## src/hw/rtl/bdpc_pkg.sv

```systemverilog
// types and constants of the switch debounce and press classifier
// used by the top level and the port checker; no dependencies
package bdpc_pkg;

  localparam int NUM_SWITCHES_DEF = 4;
  localparam int LEVEL_W = 4;
  localparam int CIDX_W  = 2;
  localparam int EV_W    = 3;
  localparam int TMR_W   = 12;
  localparam int OUT_FIELDS = 4;

  localparam logic [TMR_W-1:0] TIMER_MAX      = '1;
  localparam logic [TMR_W-1:0] BOUNCE_MS_RST  = 12'd20;
  localparam logic [TMR_W-1:0] SHORT_MS_RST   = 12'd1000;
  localparam logic [TMR_W-1:0] LONG_MS_RST    = 12'd2000;

  typedef enum logic [1:0] {
    OP_TICK  = 2'd0,
    OP_POLL  = 2'd1,
    OP_CLEAR = 2'd2
  } op_t;

  typedef enum logic [1:0] {
    REG_BOUNCE = 2'd0,
    REG_SHORT  = 2'd1,
    REG_LONG   = 2'd2
  } reg_idx_t;

  typedef enum logic [2:0] {
    ST_IDLE      = 3'd0,
    ST_PRESSED   = 3'd1,
    ST_BOUNCE    = 3'd2,
    ST_CONFIRMED = 3'd3,
    ST_HOLD      = 3'd4,
    ST_HOLD_LONG = 3'd5,
    ST_REL_WAIT  = 3'd6
  } press_st_t;

  typedef enum logic [EV_W-1:0] {
    EV_IDLE     = 3'd0,
    EV_PRESSED  = 3'd1,
    EV_SHORT    = 3'd2,
    EV_LONG     = 3'd3,
    EV_RELEASED = 3'd4
  } event_t;

endpackage

```

## src/hw/rtl/button_debounce_press_classifier.sv

```systemverilog
// Debounce and short/long press classifier for active-low push switches.
// Accepts one input beat every clock cycle while the result side is not stalled and
// returns one result beat for each: the beat is captured in an input register, then
// every switch's press machine, timer and event code are updated in one pass and
// the four event codes are loaded into the result register. The rate is set by
// that one-pass per-switch update; a stalled result holds the input stage,
// and a new beat enters whenever the input register is empty or moving on.
// in_tuser carries the operation (tick, poll, clear); in_tdata the switch levels
// and the clear index. Configuration writes apply from the next item on.
module button_debounce_press_classifier
  import bdpc_pkg::*;
#(
  parameter int NUM_SWITCHES = NUM_SWITCHES_DEF
) (
  input  logic        clk,
  input  logic        rst_n,
  // input channel
  input  logic        in_tvalid,
  output logic        in_tready,
  input  logic [7:0]  in_tdata,   // [3:0] switch_levels, [5:4] clear_index, [7:6] zero
  input  logic [1:0]  in_tuser,   // [1:0] operation
  // result channel
  output logic        out_tvalid,
  input  logic        out_tready,
  output logic [15:0] out_tdata,  // [2:0] event_sw0, [5:3] event_sw1,
                                  // [8:6] event_sw2, [11:9] event_sw3, [15:12] zero
  // configuration
  input  logic        cfg_we,
  input  logic [1:0]  cfg_index,
  input  logic [11:0] cfg_wdata
);

  // configuration registers
  logic [TMR_W-1:0] bounce_ms_r, short_ms_r, long_ms_r;

  always_ff @(posedge clk) begin
    if (!rst_n) begin
      bounce_ms_r <= BOUNCE_MS_RST;
      short_ms_r  <= SHORT_MS_RST;
      long_ms_r   <= LONG_MS_RST;
    end else if (cfg_we) begin
      case (cfg_index)
        REG_BOUNCE: bounce_ms_r <= cfg_wdata;
        REG_SHORT:  short_ms_r  <= cfg_wdata;
        REG_LONG:   long_ms_r   <= cfg_wdata;
        default: ;
      endcase
    end
  end

  // input stage
  logic               s1_valid_r;
  logic [1:0]         s1_op_r;
  logic [LEVEL_W-1:0] s1_lvl_r;
  logic [CIDX_W-1:0]  s1_ci_r;
  logic               out_valid_r;
  logic [15:0]        out_data_r;
  logic               adv;
  logic               fire2;
  logic               in_fire;

  assign adv       = !out_valid_r || out_tready;
  assign fire2     = s1_valid_r && adv;
  assign in_tready = !s1_valid_r || adv;
  assign in_fire   = in_tvalid && in_tready;

  always_ff @(posedge clk) begin
    if (!rst_n) begin
      s1_valid_r <= 1'b0;
    end else if (in_tready) begin
      s1_valid_r <= in_tvalid;
    end
  end

  always_ff @(posedge clk) begin
    if (in_fire) begin
      s1_op_r  <= in_tuser;
      s1_lvl_r <= in_tdata[3:0];
      s1_ci_r  <= in_tdata[5:4];
    end
  end

  // per-switch state
  press_st_t        fsm_r   [NUM_SWITCHES];
  press_st_t        fsm_nxt [NUM_SWITCHES];
  event_t           ev_r    [NUM_SWITCHES];
  event_t           ev_nxt  [NUM_SWITCHES];
  logic [TMR_W-1:0] tmr_r   [NUM_SWITCHES];
  logic [TMR_W-1:0] tmr_nxt [NUM_SWITCHES];
  logic [NUM_SWITCHES-1:0] down;

  // switches beyond the level field read as released
  always_comb begin
    for (int i = 0; i < NUM_SWITCHES; i++) begin
      if (i < LEVEL_W) down[i] = ~s1_lvl_r[2'(i)];
      else             down[i] = 1'b0;
    end
  end

  // next state of the press machines
  always_comb begin
    for (int i = 0; i < NUM_SWITCHES; i++) begin
      fsm_nxt[i] = fsm_r[i];
      if (s1_op_r == OP_POLL) begin
        case (fsm_r[i])
          ST_IDLE:      if (down[i]) fsm_nxt[i] = ST_PRESSED;
          ST_PRESSED:   fsm_nxt[i] = ST_BOUNCE;
          ST_BOUNCE: begin
            if (tmr_r[i] >= bounce_ms_r) fsm_nxt[i] = down[i] ? ST_CONFIRMED : ST_IDLE;
            else if (!down[i])           fsm_nxt[i] = ST_IDLE;
          end
          ST_CONFIRMED: fsm_nxt[i] = ST_HOLD;
          ST_HOLD: begin
            if (!down[i])                fsm_nxt[i] = ST_REL_WAIT;
            else if (tmr_r[i] > long_ms_r) fsm_nxt[i] = ST_HOLD_LONG;
          end
          ST_HOLD_LONG: if (!down[i]) fsm_nxt[i] = ST_REL_WAIT;
          ST_REL_WAIT:  if (tmr_r[i] >= bounce_ms_r) fsm_nxt[i] = ST_IDLE;
          default:      fsm_nxt[i] = ST_IDLE;
        endcase
      end
    end
  end

  // timers and event codes
  always_comb begin
    for (int i = 0; i < NUM_SWITCHES; i++) begin
      ev_nxt[i]  = ev_r[i];
      tmr_nxt[i] = tmr_r[i];
      case (s1_op_r)
        OP_TICK: begin
          // saturates at long_ms + 1, and never wraps
          if (tmr_r[i] <= long_ms_r && tmr_r[i] != TIMER_MAX) tmr_nxt[i] = tmr_r[i] + 1'b1;
        end
        OP_POLL: begin
          case (fsm_r[i])
            ST_PRESSED: tmr_nxt[i] = '0;
            ST_CONFIRMED: begin
              tmr_nxt[i] = '0;
              ev_nxt[i]  = EV_PRESSED;
            end
            ST_HOLD: begin
              // release wins over the long check
              if (!down[i]) begin
                ev_nxt[i]  = (tmr_r[i] < short_ms_r) ? EV_SHORT : EV_LONG;
                tmr_nxt[i] = '0;
              end else if (tmr_r[i] > long_ms_r) begin
                ev_nxt[i] = EV_LONG;
              end
            end
            ST_HOLD_LONG: if (!down[i]) tmr_nxt[i] = '0;
            ST_REL_WAIT:  if (tmr_r[i] >= bounce_ms_r) ev_nxt[i] = EV_RELEASED;
            default: ;
          endcase
        end
        OP_CLEAR: if (int'(s1_ci_r) == i) ev_nxt[i] = EV_IDLE;
        default: ;
      endcase
    end
  end

  always_ff @(posedge clk) begin
    if (!rst_n) begin
      for (int i = 0; i < NUM_SWITCHES; i++) begin
        fsm_r[i] <= ST_IDLE;
        ev_r[i]  <= EV_IDLE;
        tmr_r[i] <= '0;
      end
    end else if (fire2) begin
      for (int i = 0; i < NUM_SWITCHES; i++) begin
        fsm_r[i] <= fsm_nxt[i];
        ev_r[i]  <= ev_nxt[i];
        tmr_r[i] <= tmr_nxt[i];
      end
    end
  end

  // result packing; missing switches read idle
  logic [OUT_FIELDS-1:0][EV_W-1:0] pack_nxt;

  for (genvar k = 0; k < OUT_FIELDS; k++) begin : g_pack
    if (k < NUM_SWITCHES) begin : g_sw
      assign pack_nxt[k] = ev_nxt[k];
    end else begin : g_none
      assign pack_nxt[k] = EV_IDLE;
    end
  end

  always_ff @(posedge clk) begin
    if (!rst_n) begin
      out_valid_r <= 1'b0;
    end else if (adv) begin
      out_valid_r <= s1_valid_r;
    end
  end

  always_ff @(posedge clk) begin
    if (fire2) out_data_r <= {4'b0, pack_nxt};
  end

  assign out_tvalid = out_valid_r;
  assign out_tdata  = out_data_r;

endmodule

```

## config.mk

```make
export PLATFORM = sky130hd
export DESIGN_NAME = button_debounce_press_classifier
export DESIGN_NICKNAME = d
export VERILOG_FILES = /design/src/hw/rtl/bdpc_pkg.sv /design/src/hw/rtl/button_debounce_press_classifier.sv
export SDC_FILE = /design/constraint.sdc
export NUM_CORES = 1
export LEC_CHECK = 0
export ABC_CLOCK_PERIOD_IN_PS = 2900
export BUFFER_PORTS_ARGS = -buffer_cell sky130_fd_sc_hd__buf_2
export CORE_ASPECT_RATIO = 1.75
export CORE_MARGIN = 2
export CORE_UTILIZATION = 60
export DETAILED_ROUTE_END_ITERATION = 8
export PLACE_DENSITY = 0.78
export SYNTH_ARGS = -nofsm -noshare
export SYNTH_HDL_FRONTEND = slang
export SYNTH_SLANG_ARGS = --single-unit
```

## constraint.sdc

```tcl
create_clock -name clk -period 2.9 [get_ports clk]
set_input_delay 0.725 -clock clk [delete_from_list [all_inputs] [get_ports clk]]
set_output_delay 0.725 -clock clk [all_outputs]
set_load 0.02 [all_outputs]
```

==> impl_metrics.ini, run 1 <==
[floorplan]
die_w_um = 96.52
std_cell_rows = 59
start_util_pct = 60.87
io_pins = 47
core_area_um2 = 14760
dieArea_um2 = 16010
fp.dieH_um = 165.9

[worst_setup_path]
cp_data_arrival_time_ns = 2.72
required_ns = 2.99
worstSetupStartpointType = register
endpoint_kind = register
path_class = reg2reg
cp_max_fo = 4

[grt]
grt_pass1_vias = 7607
track_usage_pct = 31.31
overflow = 0
grt_pass1_wl_um = 38020
grt_antenna_before_repair = 0
grt_max_degree = 45

[logic_synthesis]
avgSynthCellArea_um2 = 9.218
ys_ff_latch = 128
synth_ff_type = edfxtp_1
synthMostInstantiatedCell = ha_1
synth_top_cell_by_area = edfxtp_1
synth_common_cells = 125 x ha_1, 121 x nand2_1, 90 x edfxtp_1, 84 x nor2_1, 80 x a21oi_1
yosysTopAreaCellShare_pct = 30.07
ys_types = 65
synthArstFlopShare_pct = 0
postSynthCellCount = 975
seq_area_frac_synth_pct = 38.54
synth_edf_count = 90
yosysWarnings = 0
syn-cell-area_um2 = 8987
yosys-top-cells-area = edfxtp_1 30%, ha_1 17%, dfxtp_1 8.5%

[sta]
finalCritPeriodShare_pct = 90.78
fmax_ghz = 0.3798
slew_violations = 0
fin_crit_ns = 2.633
setup_viol_count_final = 0
worst_slack_ns = 0.2674
rsz0062_at_grt = false
max_slew_margin_pct = 25.45
clock-skew-final_ns = 0.01029
hold_violations = 0
fin_tns_setup_ns = 0
worst_slew_pin_slew_ns = 1.114

[routing]
route.detailed.drc = 0
vias = 7684
drtAntennaViolNets = 0
drt-initial-drc-count = 539
wl_um = 23740
post_drt_wl_per_cell_um = 19.42
first_pass_iters = 7
via_per_inst = 6.288

[worst_hold_path]
min_path_type = reg2reg

[clocking]
postCtsSetupBuffers = 0
cts_max_level = 4
cts_tree = yes
path_clk_slew_ns = 0.06
cts.sinks = 128
cts_made_buffers = 17
insertion_delay_ns = 0.43
ctsRootBufferMaster = clkbuf_16
cts_buffer_depth = 2

[power]
power_leakage_uw = 0.004214
peakVddDrop_uv = 425.6
power_density_nw_per_um2 = 526.0

[final_layout]
final_cell_area_um2 = 10110
nets = 1180
area_delta_synth_final_pct = 12.52
drive_gt1_share_pct = 10.59
antennaDiodeCount = 0

[job]
drv_cap = 0

[place]
pre_cts_slack_ns = 0.1292
portBuffers = 38
placedInstanceArea_um2 = 9467
gp_congestion = 0.9177
dp_hpwl_um = 17650

[run_status]
status = finished clean
flip-flops by register name (all words and copies together) (netlist names):
name,cells
tmr_r,48
bounce_ms_r,12
ev_r,12
fsm_r,12
long_ms_r,12
out_tdata,12
short_ms_r,12
s1_ci_r,2
s1_lvl_r,2
s1_op_r,2
out_tvalid,1
s1_valid_r,1
cells in the final DEF, fill, tap and decap left out, types with 4 or more instances in the layout:
master	count
ha_1	125
a31o_2	4
buf_4	22
nand4_1	16
o21ai_0	39
a211oi_1	8
a211o_1	5
nand2_1	121
nor2_1	84
inv_6	5
edfxtp_1	90
o21a_1	5
a21oi_1	80
dfxtp_1	38
xnor2_1	15
nand2b_1	16
nor3_1	15
nand3_1	26
bufinv_16	4
and3_1	24
o211ai_1	22
buf_2	38
a31oi_1	17
a21boi_0	4
nor2b_1	14
xor2_1	25
inv_1	57
clkbuf_16	17
and2_1	9
a21o_1	17
conb_1	4
nor4_1	4
or3_1	4
layout make-up:
type	count	area [um^2]
clock inverter	15	220.2
inverter	57	214.0
tap	183	229.0
clock buffer	17	425.4
timing repair buffer	61	375.4
multi-input combinational	761	5185
sequential	128	3463
fill	1171	4652
metal layers:
metal / vias up / GRT usage [%] / wire [um]
met5: - / 0 / 0
met4: 0 / 22.90 / 2033
met3: 119 / 4.492 / 1017
met2: 304 / 53.32 / 12090
met1: 3586 / 34.06 / 8592
li1: 3675 / - / -
critical path, cell delays in order, from the launching register on:
cell and delay, ns:
dfxtp_1 0.32, inv_1 0.12, ha_1 0.31, o21a_1 0.12, nor2_1 0.04, or4_4 0.55
a31oi_4 0.24, and4bb_2 0.26, o221ai_1 0.32
cells by family (layout without fill, tap and decap cells):
| group | after synthesis | after routing | synth area share, % |
|---|---|---|---|
| and+or+nand+nor | 356 | 356 | 19.14 |
| AOI/OAI and AO/OA | 236 | 236 | 17.08 |
| DFF | 128 | 128 | 38.54 |
| adders and majority gates | 125 | 125 | 17.40 |
| buffers and inverters | 89 | 150 | 3.898 |
| xor gates and xnor gates | 40 | 40 | 3.898 |
| other | 1 | 4 | 0.04173 |
final timing paths:
kind,to,start,slack (ns),depth (start not counted)
hold reg to reg,bounce_ms_r[9],bounce_ms_r[9],0.46,2
setup / recovery,fsm_r[0][0],bounce_ms_r[3],0.27,8
setup reg to reg,fsm_r[0][0],bounce_ms_r[3],0.27,8
hold / removal,bounce_ms_r[9],bounce_ms_r[9],0.46,2
power breakdown:
part	switching (uW)	internal [uW]	total, uW
registers	108	2060	2170
clock network	923	1470	2390
logic	466	293	759
total	1500	3820	5320
metrics by stage:
step | hold slack [ns] | total power [uW] | utilization (%) | cells
after global placement | 0.4438 | 2910 | 64.12 | 1190
after detailed placement | 0.4472 | 2939 | 64.12 | 1190
final | 0.4557 | 5319 | 68.49 | 1222
after CTS | 0.4554 | 5306 | 68.49 | 1222
after global routing | 0.4566 | 5510 | 68.49 | 1222
after floorplan | 0.4363 | 2692 | - | 978
what timing repair did:
item,4_1_cts,5_1_grt
endpoints found under the setup margin,0,3
hold buffers,0,0
resized for setup,0,1
(Power assumes the default switching activity.)
==> run 2: changes to the inputs <==
--- a/config.mk
+++ b/config.mk
@@ -12,6 +12,7 @@
 export CORE_UTILIZATION = 60
 export DETAILED_ROUTE_END_ITERATION = 8
 export PLACE_DENSITY = 0.78
+export RECOVER_POWER = 50
 export SYNTH_ARGS = -nofsm -noshare
 export SYNTH_HDL_FRONTEND = slang
 export SYNTH_SLANG_ARGS = --single-unit
==> run 2 against run 1 <==
Effect of this change:
- critical path depth shrank 1
- worst setup slack lost 0.077 ns
- first-iteration DRC count grew 10%
- clock-buffer cell count is the same
- hold slack lost 0.0012 ns
- sequential cell count is the same
- clock power is essentially flat
- critical endpoint unchanged
- largest power group unchanged
==> impl_metrics.ini, run 2 (synthesis gave the netlist of run 1 again) <==
[final_layout]
drive_gt1_share_pct = 8.373
antennaDiodeCount = 0
final_common_cell = ha_1
final_cell_mix = 125 x ha_1, 121 x nand2_1, 90 x edfxtp_1
top_register = tmr_r
fillers = 1178
largest_reg_flops = 48
area_delta_synth_final_pct = 11.83
nets = 1180
final_cell_area_um2 = 10050

[routing]
via_per_inst = 6.259
drt-initial-drc-count = 595
drtAntennaViolNets = 0
first_pass_iters = 8
post_drt_wl_per_cell_um = 19.46
route.detailed.drc = 0
vias = 7649
wl_um = 23780

[grt]
overflow = 0
grt_pass1_vias = 7607
track_usage_pct = 31.31
grt_antenna_before_repair = 0
grt_max_degree = 45
grt_pass1_wl_um = 38020

[worst_setup_path]
critPathBufInv = 1
path_class = reg2reg
worstSetupStartpointType = register
max_stage_delay_ns = 0.63
cp_data_arrival_time_ns = 2.79
crit_family = simple AND/OR/NAND/NOR gates
required_ns = 2.98
cp_max_fo = 4
endpoint_kind = register
cp_cell_sequence = inv_1 -> ha_1 -> nand3_1 -> or4_1 -> a31oi_4 -> and4bb_2 -> o221ai_1
slowest_stage = or4_1

[floorplan]
io_pins = 47
core_area_um2 = 14760
std_cell_rows = 59
dieArea_um2 = 16010
die_w_um = 96.52
fp.dieH_um = 165.9
start_util_pct = 60.87

[clocking]
path_clk_slew_ns = 0.06
cts_max_level = 4
cts.sinks = 128
cts_hold_buf = 0
cts_buffer_depth = 2
cts_tree = yes
cts_made_buffers = 17
insertion_delay_ns = 0.43
ctsRootBufferMaster = clkbuf_16

[sta]
fin_tns_setup_ns = 0
clock-skew-final_ns = 0.008361
fmax_ghz = 0.3691
finalCritPeriodShare_pct = 93.44
hold_slack_ns = 0.4545
fin_crit_ns = 2.710
rsz0062_at_grt = false
hold_violations = 0
worst_slew_pin_slew_ns = 1.392
slew_violations = 0
max_slew_margin_pct = 7.198
setup_viol_count_final = 0

[place]
portBuffers = 38
gp_congestion = 0.9177
dp_hpwl_um = 17650
placedInstanceArea_um2 = 9467

[power]
peakVddDrop_uv = 426.4
power_density_nw_per_um2 = 528.1
power_leakage_uw = 0.004137

[run_status]
status = finished clean

[job]
drv_cap = 0

[worst_hold_path]
min_path_type = reg2reg
run 2: cell count changes in the layout (fill, tap and decap cells not counted):
cell / delta
buf_12: -1
and2_1: -1
or4_1: +1
clkbuf_4: +1
buf_4: -7
and2_0: +1
buf_2: -16
or4_4: -1
clkbuf_2: +1
clkbuf_1: +22
run 2: worst paths after layout:
kind | start | endpoint | slack (ns) | depth (start not counted)
max reg2reg | bounce_ms_r[9] | fsm_r[0][0] | 0.19 | 7
min reg2reg | short_ms_r[2] | short_ms_r[2] | 0.45 | 2
min | short_ms_r[2] | short_ms_r[2] | 0.45 | 2
max | bounce_ms_r[9] | fsm_r[0][0] | 0.19 | 7
run 2: tightest hold or removal path: stages, from the launching register on:
cell	delay (ns)
dfxtp_1	0.31
nand2_1	0.05
a21oi_1	0.05
run 2: layer usage:
layer	wire length, um	up-vias	track usage, %
met5	0	-	0
met4	1990	0	22.90
met3	1120	108	4.492
met2	12160	305	53.32
met1	8511	3563	34.06
li1	-	3673	-
run 2: what timing repair did:
action	4_1_cts	5_1_grt
buffers inserted	0	0
resized for setup	0	1
endpoints found under the setup margin	0	3
hold endpoints to repair	0	0
run 2: power breakdown:
group / internal (uW) / switching (uW)
clock network: 1470 / 920
registers: 2060 / 108
logic: 284 / 467
total: 3810 / 1490
run 2: layout make-up:
type	count	area [um^2]	share of cell area [%]
well taps	183	229.0	2.278
inverters	57	214.0	2.129
clock buffers	17	425.4	4.233
flip-flops and latches	128	3463	34.46
clock inverters	15	220.2	2.191
repair buffers	61	317.8	3.162
multi-input cells	761	5181	51.55
run 2: per-stage QoR:
step                total power, uW  utilization, %  cells  setup WS, ns
CTS                            5306           68.49   1222        0.2821
global route                   5501           68.08   1222       0.08712
detailed placement             2939           64.12   1190        0.1292
global placement               2910           64.12   1190        0.2015
finish                         5308           68.08   1222        0.1904
floorplan                      2692               -    978        0.1994
